`src/hdl/dasc_pkg.sv`:
```
// ----------------------------------------------------------------------------
// dasc_pkg: shared types and constants for the decimal add/sub/compare block
// Holds digit widths, operation codes, sequencer states and the digit-unit
// request/response structs.
// ----------------------------------------------------------------------------
package dasc_pkg;

  localparam int DIGIT_W = 4;
  localparam int OP_W    = 2;
  localparam int FLAG_W  = 3;

  localparam logic [DIGIT_W-1:0] DIGIT_MAX  = 4'd9;
  localparam logic [DIGIT_W:0]   DIGIT_BASE = 5'd10;

  // operation codes carried on the input tuser; any other code compares only
  localparam logic [OP_W-1:0] OP_SUM  = 2'd0;
  localparam logic [OP_W-1:0] OP_DIFF = 2'd1;
  localparam logic [OP_W-1:0] OP_CMP  = 2'd2;

  typedef enum logic [5:0] {
    ST_IDLE    = 6'b000001,
    ST_SCAN_RD = 6'b000010,
    ST_SCAN_OP = 6'b000100,
    ST_EMIT_RD = 6'b001000,
    ST_EMIT_OP = 6'b010000,
    ST_FINAL   = 6'b100000
  } seq_state_t;

  typedef struct packed {
    logic [DIGIT_W-1:0] x;
    logic [DIGIT_W-1:0] y;
    logic               cin;
    logic               sub;
  } alu_req_t;

  typedef struct packed {
    logic [DIGIT_W-1:0] digit;
    logic               cout;
    logic               x_lt_y;
    logic               x_eq_y;
  } alu_res_t;

  function automatic logic [DIGIT_W-1:0] clamp_digit(input logic [DIGIT_W-1:0] d);
    logic [DIGIT_W-1:0] r;
    r = (d > DIGIT_MAX) ? DIGIT_MAX : d;
    return r;
  endfunction

endpackage

```
`src/hdl/decimal_add_sub_compare.sv`:
```
// ----------------------------------------------------------------------------
// decimal_add_sub_compare: multi-digit BCD add, absolute difference, compare
// Loads digit pairs, then scans and emits result digits through one shared
// digit unit under a small sequencer.
// ----------------------------------------------------------------------------
// Digit pairs load one beat per cycle while idle, least significant first;
// digits above nine load as nine and pairs past DIGITS are dropped with
// overflow set. The beat with tlast starts the operation picked by its
// tuser: 0 sum, 1 absolute difference, anything else compare only. The
// block then takes no input until its last result beat is issued: a scan
// pass over the n stored digits finds the compare flags and the final
// carry, and an emit pass produces one result beat per digit, both paced
// by the single read port of the digit store feeding the shared digit
// unit; a sum ends with one carry beat and a compare gives a single beat
// after the scan. Output stalls hold back the emit pass and the last beat.
module decimal_add_sub_compare #(
  parameter int DIGITS = 32
) (
  input  logic       clk,
  input  logic       rst,
  input  logic       s_axis_tvalid,
  output logic       s_axis_tready,
  input  logic [7:0] s_axis_tdata,   // [3:0] a_digit, [7:4] b_digit
  input  logic [1:0] s_axis_tuser,   // [1:0] req_type
  input  logic       s_axis_tlast,
  output logic       m_axis_tvalid,
  input  logic       m_axis_tready,
  output logic [7:0] m_axis_tdata,   // [3:0] result_digit, [7:4] zero
  output logic [2:0] m_axis_tuser,   // [0] a_less_than_b, [1] operands_equal, [2] overflow
  output logic       m_axis_tlast
);
  import dasc_pkg::*;

  localparam int CW = $clog2(DIGITS + 1);
  localparam int AW = (DIGITS > 1) ? $clog2(DIGITS) : 1;
  localparam int MW = 2 * DIGIT_W;

  seq_state_t state, state_next;

  logic [CW-1:0]      cnt, cnt_next;
  logic [CW-1:0]      n_dig, n_dig_next;
  logic [AW-1:0]      idx, idx_next;
  logic [OP_W-1:0]    op, op_next;
  logic               ovf_seen, ovf_seen_next;
  logic               lt, lt_next;
  logic               eq, eq_next;
  logic               final_carry, final_carry_next;
  logic               chain, chain_next;

  logic               out_valid, out_valid_next;
  logic [DIGIT_W-1:0] out_digit, out_digit_next;
  logic               out_last, out_last_next;
  logic [FLAG_W-1:0]  out_flags, out_flags_next;

  logic               in_beat;
  logic               out_free;
  logic               has_room;
  logic               idx_last;
  logic               is_sum;
  logic               is_diff;
  logic               full;
  logic               carry_drop;
  logic               beat_ovf;
  logic [FLAG_W-1:0]  beat_flags;

  logic               wr_en;
  logic [MW-1:0]      wr_data;
  logic               rd_en;
  logic [MW-1:0]      rd_data;
  logic [DIGIT_W-1:0] a_rd;
  logic [DIGIT_W-1:0] b_rd;

  alu_req_t           alu_req;
  alu_res_t           alu_res;

  assign in_beat    = s_axis_tvalid && s_axis_tready;
  assign out_free   = !out_valid || m_axis_tready;
  assign has_room   = cnt < CW'(DIGITS);
  assign idx_last   = (CW'(idx) + CW'(1)) == n_dig;
  assign is_sum     = op == OP_SUM;
  assign is_diff    = op == OP_DIFF;
  assign full       = n_dig == CW'(DIGITS);
  assign carry_drop = full && final_carry;
  assign beat_ovf   = ovf_seen || (is_sum && carry_drop);
  assign beat_flags = {beat_ovf, eq, lt};

  assign a_rd = rd_data[DIGIT_W-1:0];
  assign b_rd = rd_data[MW-1:DIGIT_W];

  assign wr_en   = in_beat && has_room;
  assign wr_data = {clamp_digit(s_axis_tdata[7:4]), clamp_digit(s_axis_tdata[3:0])};
  assign rd_en   = (state == ST_SCAN_RD) || (state == ST_EMIT_RD);

  dasc_digit_mem #(
    .DEPTH (DIGITS),
    .AW    (AW),
    .WIDTH (MW)
  ) u_mem (
    .clk     (clk),
    .wr_en   (wr_en),
    .wr_addr (cnt[AW-1:0]),
    .wr_data (wr_data),
    .rd_en   (rd_en),
    .rd_addr (idx),
    .rd_data (rd_data)
  );

  // scan adds a+b; emit subtracts smaller from larger for a difference
  always_comb begin
    alu_req.x   = a_rd;
    alu_req.y   = b_rd;
    alu_req.cin = final_carry;
    alu_req.sub = 1'b0;
    if (state == ST_EMIT_OP) begin
      alu_req.cin = chain;
      alu_req.sub = is_diff;
      if (is_diff && lt) begin
        alu_req.x = b_rd;
        alu_req.y = a_rd;
      end
    end
  end

  dasc_digit_alu u_alu (
    .req (alu_req),
    .res (alu_res)
  );

  always_comb begin
    state_next       = state;
    cnt_next         = cnt;
    n_dig_next       = n_dig;
    idx_next         = idx;
    op_next          = op;
    ovf_seen_next    = ovf_seen;
    lt_next          = lt;
    eq_next          = eq;
    final_carry_next = final_carry;
    chain_next       = chain;
    out_valid_next   = out_valid && !m_axis_tready;
    out_digit_next   = out_digit;
    out_last_next    = out_last;
    out_flags_next   = out_flags;
    s_axis_tready    = 1'b0;

    unique case (state)
      ST_IDLE: begin
        s_axis_tready = 1'b1;
        if (in_beat) begin
          if (has_room) begin
            cnt_next = cnt + CW'(1);
          end else begin
            ovf_seen_next = 1'b1;
          end
          if (s_axis_tlast) begin
            n_dig_next       = has_room ? cnt + CW'(1) : cnt;
            op_next          = s_axis_tuser;
            idx_next         = '0;
            lt_next          = 1'b0;
            eq_next          = 1'b1;
            final_carry_next = 1'b0;
            state_next       = ST_SCAN_RD;
          end
        end
      end
      ST_SCAN_RD: begin
        state_next = ST_SCAN_OP;
      end
      ST_SCAN_OP: begin
        // higher digits override the flags from lower ones
        if (!alu_res.x_eq_y) begin
          lt_next = alu_res.x_lt_y;
          eq_next = 1'b0;
        end
        final_carry_next = alu_res.cout;
        if (idx_last) begin
          idx_next   = '0;
          chain_next = 1'b0;
          state_next = (is_sum || is_diff) ? ST_EMIT_RD : ST_FINAL;
        end else begin
          idx_next   = idx + AW'(1);
          state_next = ST_SCAN_RD;
        end
      end
      ST_EMIT_RD: begin
        state_next = ST_EMIT_OP;
      end
      ST_EMIT_OP: begin
        if (out_free) begin
          out_valid_next = 1'b1;
          out_digit_next = alu_res.digit;
          out_last_next  = is_diff && idx_last;
          out_flags_next = beat_flags;
          chain_next     = alu_res.cout;
          if (idx_last) begin
            if (is_diff) begin
              cnt_next      = '0;
              ovf_seen_next = 1'b0;
              state_next    = ST_IDLE;
            end else begin
              state_next = ST_FINAL;
            end
          end else begin
            idx_next   = idx + AW'(1);
            state_next = ST_EMIT_RD;
          end
        end
      end
      ST_FINAL: begin
        // carry beat of a sum, or the single beat of a compare
        if (out_free) begin
          out_valid_next = 1'b1;
          out_digit_next = (is_sum && !carry_drop) ? {{(DIGIT_W-1){1'b0}}, final_carry}
                                                   : '0;
          out_last_next  = 1'b1;
          out_flags_next = beat_flags;
          cnt_next       = '0;
          ovf_seen_next  = 1'b0;
          state_next     = ST_IDLE;
        end
      end
      default: begin
        state_next = ST_IDLE;
      end
    endcase
  end

  always_ff @(posedge clk) begin
    if (rst) begin
      state     <= ST_IDLE;
      cnt       <= '0;
      ovf_seen  <= 1'b0;
      out_valid <= 1'b0;
    end else begin
      state     <= state_next;
      cnt       <= cnt_next;
      ovf_seen  <= ovf_seen_next;
      out_valid <= out_valid_next;
    end
  end

  always_ff @(posedge clk) begin
    n_dig       <= n_dig_next;
    idx         <= idx_next;
    op          <= op_next;
    lt          <= lt_next;
    eq          <= eq_next;
    final_carry <= final_carry_next;
    chain       <= chain_next;
    out_digit   <= out_digit_next;
    out_last    <= out_last_next;
    out_flags   <= out_flags_next;
  end

  assign m_axis_tvalid = out_valid;
  assign m_axis_tdata  = {{(8-DIGIT_W){1'b0}}, out_digit};
  assign m_axis_tuser  = out_flags;
  assign m_axis_tlast  = out_last;

endmodule

```
`src/hdl/dasc_digit_mem.sv`:
```
// ----------------------------------------------------------------------------
// dasc_digit_mem: operand digit store
// One write port and one read port; read data is registered and holds
// between reads. Each word packs the right digit above the left digit.
// ----------------------------------------------------------------------------
module dasc_digit_mem #(
  parameter int DEPTH  = 32,
  parameter int AW     = 5,
  parameter int WIDTH  = 8
) (
  input  logic             clk,
  input  logic             wr_en,
  input  logic [AW-1:0]    wr_addr,
  input  logic [WIDTH-1:0] wr_data,
  input  logic             rd_en,
  input  logic [AW-1:0]    rd_addr,
  output logic [WIDTH-1:0] rd_data
);

  logic [WIDTH-1:0] mem [DEPTH];

  always_ff @(posedge clk) begin
    if (wr_en) begin
      mem[wr_addr] <= wr_data;
    end
  end

  always_ff @(posedge clk) begin
    if (rd_en) begin
      rd_data <= mem[rd_addr];
    end
  end

endmodule

```
`src/hdl/dasc_digit_alu.sv`:
```
// ----------------------------------------------------------------------------
// dasc_digit_alu: one-digit decimal adder / subtractor / comparator
// Adds with decimal carry or subtracts with borrow, and compares the digits.
// ----------------------------------------------------------------------------
module dasc_digit_alu (
  input  dasc_pkg::alu_req_t req,
  output dasc_pkg::alu_res_t res
);
  import dasc_pkg::*;

  logic [DIGIT_W:0] xw;
  logic [DIGIT_W:0] sum_w;
  logic [DIGIT_W:0] sub_t;
  logic [DIGIT_W:0] d_w;
  logic             c_out;

  assign xw    = {1'b0, req.x};
  assign sum_w = xw + {1'b0, req.y} + {{DIGIT_W{1'b0}}, req.cin};
  assign sub_t = {1'b0, req.y} + {{DIGIT_W{1'b0}}, req.cin};

  always_comb begin
    if (req.sub) begin
      if (xw < sub_t) begin
        d_w   = xw + DIGIT_BASE - sub_t;
        c_out = 1'b1;
      end else begin
        d_w   = xw - sub_t;
        c_out = 1'b0;
      end
    end else begin
      if (sum_w >= DIGIT_BASE) begin
        d_w   = sum_w - DIGIT_BASE;
        c_out = 1'b1;
      end else begin
        d_w   = sum_w;
        c_out = 1'b0;
      end
    end
  end

  assign res.digit  = d_w[DIGIT_W-1:0];
  assign res.cout   = c_out;
  assign res.x_lt_y = req.x < req.y;
  assign res.x_eq_y = req.x == req.y;

endmodule

```
`config.mk`:
```
export PLATFORM = sky130hd
export DESIGN_NAME = decimal_add_sub_compare
export DESIGN_NICKNAME = d
export VERILOG_FILES = /design/src/hdl/dasc_pkg.sv /design/src/hdl/decimal_add_sub_compare.sv /design/src/hdl/dasc_digit_mem.sv /design/src/hdl/dasc_digit_alu.sv
export SDC_FILE = /design/constraint.sdc
export NUM_CORES = 1
export LEC_CHECK = 0
export BUFFER_PORTS_ARGS = -buffer_cell sky130_fd_sc_hd__buf_2
export CORE_MARGIN = 3
export CORE_UTILIZATION = 59
export CTS_BUF_LIST = sky130_fd_sc_hd__clkbuf_8
export DETAILED_ROUTE_END_ITERATION = 10
export PLACE_DENSITY = 0.76
export SKIP_LAST_GASP = 1
export SLEW_MARGIN = 10
export SYNTH_ARGS = -nofsm -noshare
export SYNTH_HDL_FRONTEND = slang
export SYNTH_HIERARCHICAL = 1
export SYNTH_SLANG_ARGS = --single-unit
export TNS_END_PERCENT = 1
```
`constraint.sdc`:
```
create_clock -name clk -period 8.9 [get_ports clk]
set_input_delay 1.335 -clock clk [delete_from_list [all_inputs] [get_ports clk]]
set_output_delay 1.335 -clock clk [all_outputs]
set_load 0.05 [all_outputs]
```
# Word level (Yosys, flattened, before mapping)

Memories as Yosys holds them, arrays and structs flattened. A register that Yosys moved wholly into a read port is not among the register bits.
Index checks and enable logic that the tools add are counted.

Memories kept: 1
Word-level logic and storage cells: 146
Output and inout bits: 14
Bits of input ports: 15
Register bits: 39
Bits in writable memories: 256

Memories:

| name      | depth | bits a word | read ports | clocked after memory_dff | write ports | RTL line             | text |
|---|---|---|---|---|---|---|---|
| u_mem.mem | 32    | 8           | 1          | 1                        | 1           | dasc_digit_mem.sv:20 | `logic [WIDTH-1:0] mem [DEPTH];` |

Reductions and logical operators: 32
$add $sub $neg: 10
Order comparisons: 6
Multiplexer cells: 63
Equal/unequal tests: 20

Operators by type and width:

| kind                                                                  | count |
|---|---|
| 6-bit 2-to-1 mux                                                      | 14 |
| 6-bit one-hot mux with 6 select lines                                 | 1 |
| 4-bit 2-to-1 mux                                                      | 7 |
| 1-bit 2-to-1 mux                                                      | 25 |
| 5-bit 2-to-1 mux                                                      | 5 |
| 2-bit inequality test, second input constant                          | 10 |
| 6-bit one-hot mux with 3 select lines                                 | 1 |
| 5-bit one-hot mux with 3 select lines                                 | 1 |
| 6-bit equality test, second input constant                            | 2 |
| 3-bit AND reduction                                                   | 4 |
| 10-bit 2-to-1 mux                                                     | 1 |
| 1-bit one-hot mux with 2 select lines                                 | 5 |
| 4-bit greater-than comparator, second input constant                  | 2 |
| 1-bit logical AND                                                     | 8 |
| 8-bit 2-to-1 mux                                                      | 1 |
| 4-bit one-hot mux with 2 select lines                                 | 1 |
| 4-bit AND reduction                                                   | 2 |
| 4-bit subtractor                                                      | 2 |
| 7-bit AND reduction                                                   | 1 |
| 5-bit by 1-bit adder with 6-bit output, second input constant         | 1 |
| 6-bit by 1-bit adder with 6-bit output, second input constant         | 1 |
| 6-bit by 1-bit equality test with 1-bit output, second input constant | 1 |
| 6-bit by 2-bit equality test with 1-bit output, second input constant | 1 |
| 6-bit by 3-bit equality test with 1-bit output, second input constant | 1 |
| other kinds (25)                                                      | 33 |

# Logic depth before layout (Yosys ltp)

Gate-level depths: netlist of the first run.

Depth in word-level cells: 11
Mapped depth: 18
Gate-level depth less buffers: 17

# Modules after synthesis

The synthesis of the first run kept the hierarchy.

By module, submodules not included:

| module                  | area each (µm²) | sequential area each (µm²) | cells each | instances |
|---|---|---|---|---|
| dasc_digit_mem          | 10133.5         | 7927.6                     | 417        | 1 |
| decimal_add_sub_compare | 2254.7          | 1031.0                     | 217        | 1 |
| dasc_digit_alu          | 696.9           | 0.0                        | 84         | 1 |

# Worst setup path after synthesis of the first run

Ideal clock, no wire load.

Path kind: register to register
Start: reg state[1]
End: reg out_digit[2] (data pin)
Path buffers: 0
Library setup time: 0.131 ns
Required time: 8.769 ns
Clock period less this slack: 4.028 ns
Stages on the path, launching flop included: 17
Slack: 4.872 ns
Data arrival time: 3.897 ns
Path through: dfxtp_1 nor4_4 nand2_4 nor3_4 nand2_2 mux2_1 inv_1 fa_1 fa_1 xnor2_1 ha_1 inv_1 a221o_2 a31oi_4 mux2_1 mux2i_1 and2_1

RTL lines:

| item                   | RTL line                       | text |
|---|---|---|
| start, declared        | decimal_add_sub_compare.sv:38  | `seq_state_t state, state_next;` |
| start signal, assigned | decimal_add_sub_compare.sv:235 | `state <= state_next;` |
| end signal, assigned   | decimal_add_sub_compare.sv:250 | `out_digit <= out_digit_next;` |
| end, declared          | decimal_add_sub_compare.sv:51  | `logic [DIGIT_W-1:0] out_digit, out_digit_next;` |

==> out/metrics.yaml, run 1 <==
pwr:
  sw_frac_of_total_pct: 26.8
  p_sw_mw: 0.952
  cellPowerDensity_nw_per_um2: 247
  internal_power_mw: 2.60
  p_seq_share_pct: 47.1
  leakage_nw: 4.72
  total_power_mw: 3.55
  peakVddDrop_v: 0.000152
  pwr-share-clk_pct: 31.6
  combPwrFrac_pct: 21.2
placed_design:
  placed_cell_area_sq_um: 13500
  numPortBuffers: 24
  dp.cells: 996
  place.gp.congestion: 0.888
  post-dp-hpwl_microns: 16500
  post-place-ws_ps: 4300
global_route:
  grt_pass1_vias: 7068
  overflow: 0
  grt_pass1_wl_microns: 41100
  track_usage_pct: 22.8
  grt_max_degree: 68
  grt_antenna_before_repair: 0
critical_path:
  cpMaxStageDelayCell: "nor4_4"
  slowest_delay_ps: 500
  path_class: "reg -> reg"
  start_kind: "register"
  crit_chain: "nor4_4 > nand2_4 > nor3_4 > nand2_2 > mux2_1 > inv_1 > fa_1 > fa_1 > xnor2_1 > ha_1 > inv_1 > a221o_2 > a31oi_4 > mux2_1 > mux2i_1 > and2_1"
  crit_fanout: 17
  arrival_ps: 5130
  reg2regPathDepth: 16
  ff2ff_setup_slack_ps: 4210
  worst_ep_required_time_ps: 9330
  endpoint_kind: "register"
  r2r-start: "state[1]$_SDFFE_PP0P_"
  rr_endpoint: "out_digit[2]$_SDFFCE_PP0P_"
synth:
  synthesis.instances: 718
  ys_dominant_reg_cell: "edfxtp_1"
  avgSynthCellArea_sq_um: 18.2
  synth.top_cell.area_share_pct: 66.3
  synth_largest_area_cell: "edfxtp_1"
  ys_async_sr_fraction_pct: 0
  synth_seq_cells: 303
  yosys-top-cells-area: "edfxtp_1 (66%), mux4_2 (14%), dfxtp_1 (2.1%)"
  netlist_area_sq_um: 13100
  synth_edf_count: 289
  ys_warn_count: 6
  synthDistinctLibCells: 71
  synth.yosys.seq_area_share_pct: 68.5
min_path:
  hold_path_class: "reg -> reg"
  holdPathEnd: "m_axis_tuser[1]$_DFFE_PP_"
  min-delay-start: "eq$_DFFE_PP_"
  hold_path_depth: 0
timing:
  setup_viol: 0
  setup-tns-final_ps: 0
  finalWorstSetupSlack_ps: 4210
  fmax_mhz: 213
  hold_viol: 0
  slew_viol_final: 0
  worst_pin_slew_ps: 1140
  finClkSkew_ps: 11.2
  finalHoldWorstSlack_ps: 420
  period_minus_slack_ps: 4690
  fin_crit_sh_pct: 52.7
  grt_setup_unrepaired: "no"
  slew_headroom_pct: 24.2
flow_run:
  cap_viol_max_count: 0
drt:
  wl_microns: 26400
  drt-pass1-iter-count: 7
  drc_errors: 0
  wl_per_cell_microns: 24.5
  via_count: 6816
  drtIter0Drc: 574
  avgViaCountPerCell: 6.32
  final_antenna_net_count: 0
finish:
  area_growth_pct: 9.79
  stdcell_count: 1079
  regArea_sq_um: 8960
  n_fill_cell: 1410
  post-route-util_pct: 67.1
  fin_area_sq_um: 14400
  num_antenna_cells: 0
  layout-drive-gt1-share_pct: 26.1
  nets: 807
  multi_input_area_sq_um: 3870
clocking:
  cts_resized: 0
  root_buffer: "clkbuf_8"
  clock_path_buffers: 3
  cts-hold-fix-buffers: 0
  clock_latency_ps: 570
  cts_tree: "yes"
  h-tree-depth: 2
  cts.reportedPaths.clkPinSlew_ps: 60
  cts_buffers: 47
  postCtsSetupBuffers: 0
  numClockSinks: 303
floorplanning:
  die_w_microns: 155
  rows: 53
  pin_count: 29
  coreArea_sq_um: 21400
  die-height_microns: 155
  start_util_pct: 61.1
  dieArea_sq_um: 24000
outcome:
  outcome: "finished, final reports clean"
## power by group through the flow
stage / combinational (mW) / sequential, mW / clock (mW)
5_1_grt: 0.808 / 1.68 / 1.22
3_5_place_dp: 0.752 / 1.70 / 0
6_report: 0.755 / 1.67 / 1.12
2_1_floorplan: 0.602 / 1.67 / 0
4_1_cts: 0.757 / 1.67 / 1.15
3_3_place_gp: 0.737 / 1.70 / 0
## worst max-delay path, delay by kind of cell, from the launching register on
kind,cells,cell delay [ps]
buffers and inverters,2,150
and+or+nand+nor,5,1340
DFF,1,380
AOI/OAI and AO/OA,2,520
adders and majority gates,3,1080
muxes,3,790
xor gates and xnor gates,1,310
## sequential cells by signal, summed over array words and instances, names as in the netlist, 2 cells and up
signal and cells:
u_mem/mem 256, u_mem/rd_data 8, cnt 6, n_dig 6, state 6, idx 5, out_digit 4, m_axis_tuser 3
op 2
## cell usage in the layout (no fill, tap or decap), drive strengths merged, types with 5 or more instances in the layout
master / instances
clkinv: 13
mux4: 80
clkbuf: 47
mux2: 18
nand3: 12
edfxtp: 289
a32oi: 5
o41ai: 5
buf: 33
nor2b: 9
and2: 5
ha: 18
o21ai: 12
nor2: 56
nand2b: 6
xor2: 6
inv: 42
nand4: 6
nand2: 18
dfxtp: 14
xnor2: 20
nand3b: 6
a21oi: 13
## cell usage after synthesis, drive strengths merged, types with 5 or more instances
cell / count
xor2: 6
nand3: 12
nor2: 56
nand4: 6
nand3b: 6
dfxtp: 14
xnor2: 20
a21oi: 13
mux4: 80
buf: 21
a32oi: 5
mux2: 18
nand2: 18
edfxtp: 289
inv: 25
clkbuf: 12
ha: 18
nand2b: 6
o41ai: 5
and2: 5
o21ai: 12
nor2b: 9
## cells by family (layout without fill, tap and decap cells)
family,after synthesis,after routing,share of synthesized area (%)
and+or+nand+nor,146,146,6.25
xor gates and xnor gates,26,26,1.80
buffers and inverters,59,142,2.17
adders and majority gates,22,22,2.33
muxes,102,102,15.6
DFF,303,303,68.5
AOI/OAI and AO/OA,59,59,3.33
other,1,4,0.0287
## layout make-up
type,count,area share (%)
clock buffers,47,4.50
clock inverters,36,1.80
inverters,26,0.679
multi-input cells,359,27.0
flip-flops and latches,303,62.4
well taps,275,2.40
repair buffers,33,1.31
## routing by layer
layer  share of wire, %  GRT usage, %  vias to the layer above  wire [microns]
met1                 39          30.9                     3470           10300
met4                2.6          8.41                        0             674
met3                8.0          4.73                       44            2130
met5                  0             0                        -               0
met2                 50          37.1                      327           13300
li1                   -             -                     2975               -
## worst max-delay path by stage
stage | cells past startpoint | endpoint | slack [ps] | start
2_1_floorplan | 16 | out_digit[2]$_SDFFCE_PP0P_ | 4870 | state[1]$_SDFFE_PP0P_
3_3_place_gp | 16 | out_digit[2]$_SDFFCE_PP0P_ | 4520 | state[1]$_SDFFE_PP0P_
3_5_place_dp | 16 | out_digit[2]$_SDFFCE_PP0P_ | 4300 | state[1]$_SDFFE_PP0P_
4_1_cts | 16 | out_digit[2]$_SDFFCE_PP0P_ | 4220 | state[1]$_SDFFE_PP0P_
5_1_grt | 16 | out_digit[2]$_SDFFCE_PP0P_ | 3930 | state[1]$_SDFFE_PP0P_
6_report | 16 | out_digit[2]$_SDFFCE_PP0P_ | 4210 | state[1]$_SDFFE_PP0P_
Power figures use the tool's default switching activity.
==> inputs of run 2 (changes only) <==
PLACE_DENSITY = 0.79   (was 0.76)
clock period = 3.8 ns   (was 8.9 ns; I/O delays follow)
==> run 2 against run 1 <==
Utilization increased by 1.1 points. Global-route usage hardly changed. Power grew 130%. First-iteration DRC count rose by 9.6%. Die area unchanged. Maximum frequency grew 25%. Flip-flop and latch count is the same. Combinational power increased to 2.5 times the previous value. Critical endpoint unchanged. Highest routed layer unchanged.
==> out/metrics.yaml, run 2 (synthesis results as in run 1) <==
drt:
  drc_errors: 0
  final_antenna_net_count: 0
  via_count: 6965
  drtIter0Drc: 629
  avgViaCountPerCell: 6.25
  wl_per_cell_microns: 24.2
  wl_met1_microns: 10800
  drt-pass1-iter-count: 5
  wl_met2_microns: 14000
  top_layer: "met4"
  wl_microns: 27000
  routed-wl-met3_microns: 1840
critical_path:
  crit_chain: "nor4_4 > nand2_4 > nor3_4 > nand2_2 > mux2_4 > inv_1 > fa_2 > fa_2 > and2b_1 > a221o_2 > a31oi_4 > mux2_1 > mux2i_1 > and2_1"
  cp_common_cell: "fa_2"
  slowest_delay_ps: 570
  crit_fanout: 3
  endpoint_kind: "register"
  worst_ep_required_time_ps: 4220
  cpMaxStageDelayCell: "fa_2"
  start_kind: "register"
  crit_family: "simple AND/OR/NAND/NOR gates"
  path_class: "reg -> reg"
  arrival_ps: 4190
  critical_path_buf_inv_count: 1
floorplanning:
  pin_count: 29
  coreArea_sq_um: 21400
  die_w_microns: 155
  rows: 53
  dieArea_sq_um: 24000
  die-height_microns: 155
  start_util_pct: 61.1
finish:
  largest_reg_flops: 256
  layout_commonest_cell: "edfxtp_1"
  reg.largest.list: "u_mem/mem: 256 flops, u_mem/rd_data: 8 flops"
  layout_common_cells: "edfxtp_1 (289), mux4_2 (80), nor2_1 (55)"
  num_antenna_cells: 0
  area_growth_pct: 11.7
  stdcell_count: 1114
  largest_register: "u_mem/mem"
  nets: 842
  layout-drive-gt1-share_pct: 29.8
  n_fill_cell: 1348
placed_design:
  place.gp.congestion: 0.892
  post-place-ws_ps: -43.8
  numPortBuffers: 24
  post-dp-hpwl_microns: 17300
  dp.cells: 1030
global_route:
  grt_pass1_vias: 7316
  track_usage_pct: 22.8
  grt_antenna_before_repair: 0
  grt_max_degree: 68
  grt_pass1_wl_microns: 41800
  overflow: 0
clocking:
  clock_latency_ps: 570
  cts_tree: "yes"
  cts_buffers: 46
  numClockSinks: 303
  cts.reportedPaths.clkPinSlew_ps: 60
  root_buffer: "clkbuf_8"
  h-tree-depth: 2
  cts-hold-fix-buffers: 0
  clock_path_buffers: 3
timing:
  period_minus_slack_ps: 3770
  fmax_mhz: 265
  fin_crit_sh_pct: 99.2
  hold_viol: 0
  grt_setup_unrepaired: "yes"
  worst_pin_slew_ps: 825
  finalHoldWorstSlack_ps: 193
  finClkSkew_ps: 28.4
  slew_headroom_pct: 44.8
  slew_viol_final: 0
  finalWorstSetupSlack_ps: 31.7
  setup_viol: 0
pwr:
  peakVddDrop_v: 0.000314
  leakage_nw: 4.90
  total_power_mw: 8.16
  cellPowerDensity_nw_per_um2: 559
outcome:
  outcome: "finished, final reports clean"
min_path:
  hold_path_class: "in -> reg"
flow_run:
  cap_viol_max_count: 0
run 2: cell types whose count changed in the layout (fill, tap and decap cells not counted), sizes merged:
cell / before / now
inv: 42 / 44
clkinv: 13 / 17
bufinv: 4 / 0
clkinvlp: 3 / 0
buf: 33 / 69
run 2: what timing repair did:
action / CTS / global route
gates resized for setup: 2 / 6
endpoints found under the setup margin: 2 / 5
cloned: 0 / 0
pin swaps: 3 / 3
buffers inserted: 1 / 1
run 2: where the power goes:
group          internal [mW]  switching [mW]  total, mW
combinational          0.943           0.955       1.90
sequential              3.79          0.0868       3.88
clock                   1.16            1.23       2.39
total                   5.89            2.27       8.16
run 2: final cells by class:
| cell class | instances | area [sq um] | area share (%) |
|---|---|---|---|
| inverter | 26 | 97.6 | 0.668 |
| clock buffer | 47 | 647 | 4.43 |
| multi-input combinational | 359 | 3900 | 26.7 |
| tap | 275 | 344 | 2.36 |
| sequential | 303 | 8960 | 61.3 |
| timing repair buffer | 69 | 495 | 3.39 |
| clock inverter | 35 | 170 | 1.16 |
run 2: worst paths after layout:
kind              cells after the start             startpoint                    endpoint  slack [ps]
setup / recovery                     14  state[5]$_SDFFE_PP0P_  out_digit[2]$_SDFFCE_PP0P_          30
hold / removal                        1        s_axis_tuser[0]             op[0]$_DFFE_PP_         190
hold reg to reg                       0           eq$_DFFE_PP_   m_axis_tuser[1]$_DFFE_PP_         430
setup reg to reg                     14  state[5]$_SDFFE_PP0P_  out_digit[2]$_SDFFCE_PP0P_          30
run 2: layer usage:
layer / vias up / global-route usage [%]
met5: - / 0
met4: 0 / 6.35
met3: 39 / 4.42
met2: 295 / 38.3
met1: 3585 / 31.2
li1: 3046 / -
run 2: metrics by stage:
step / utilization (%) / cell area [sq um] / TNS [ps]
6_report: 68.2 / 14600 / 0
3_5_place_dp: 64.2 / 13800 / -75.0
4_1_cts: 68.1 / 14600 / -64.3
2_1_floorplan: - / 13100 / -566
5_1_grt: 68.2 / 14600 / -244
3_3_place_gp: 64.2 / 13800 / 0
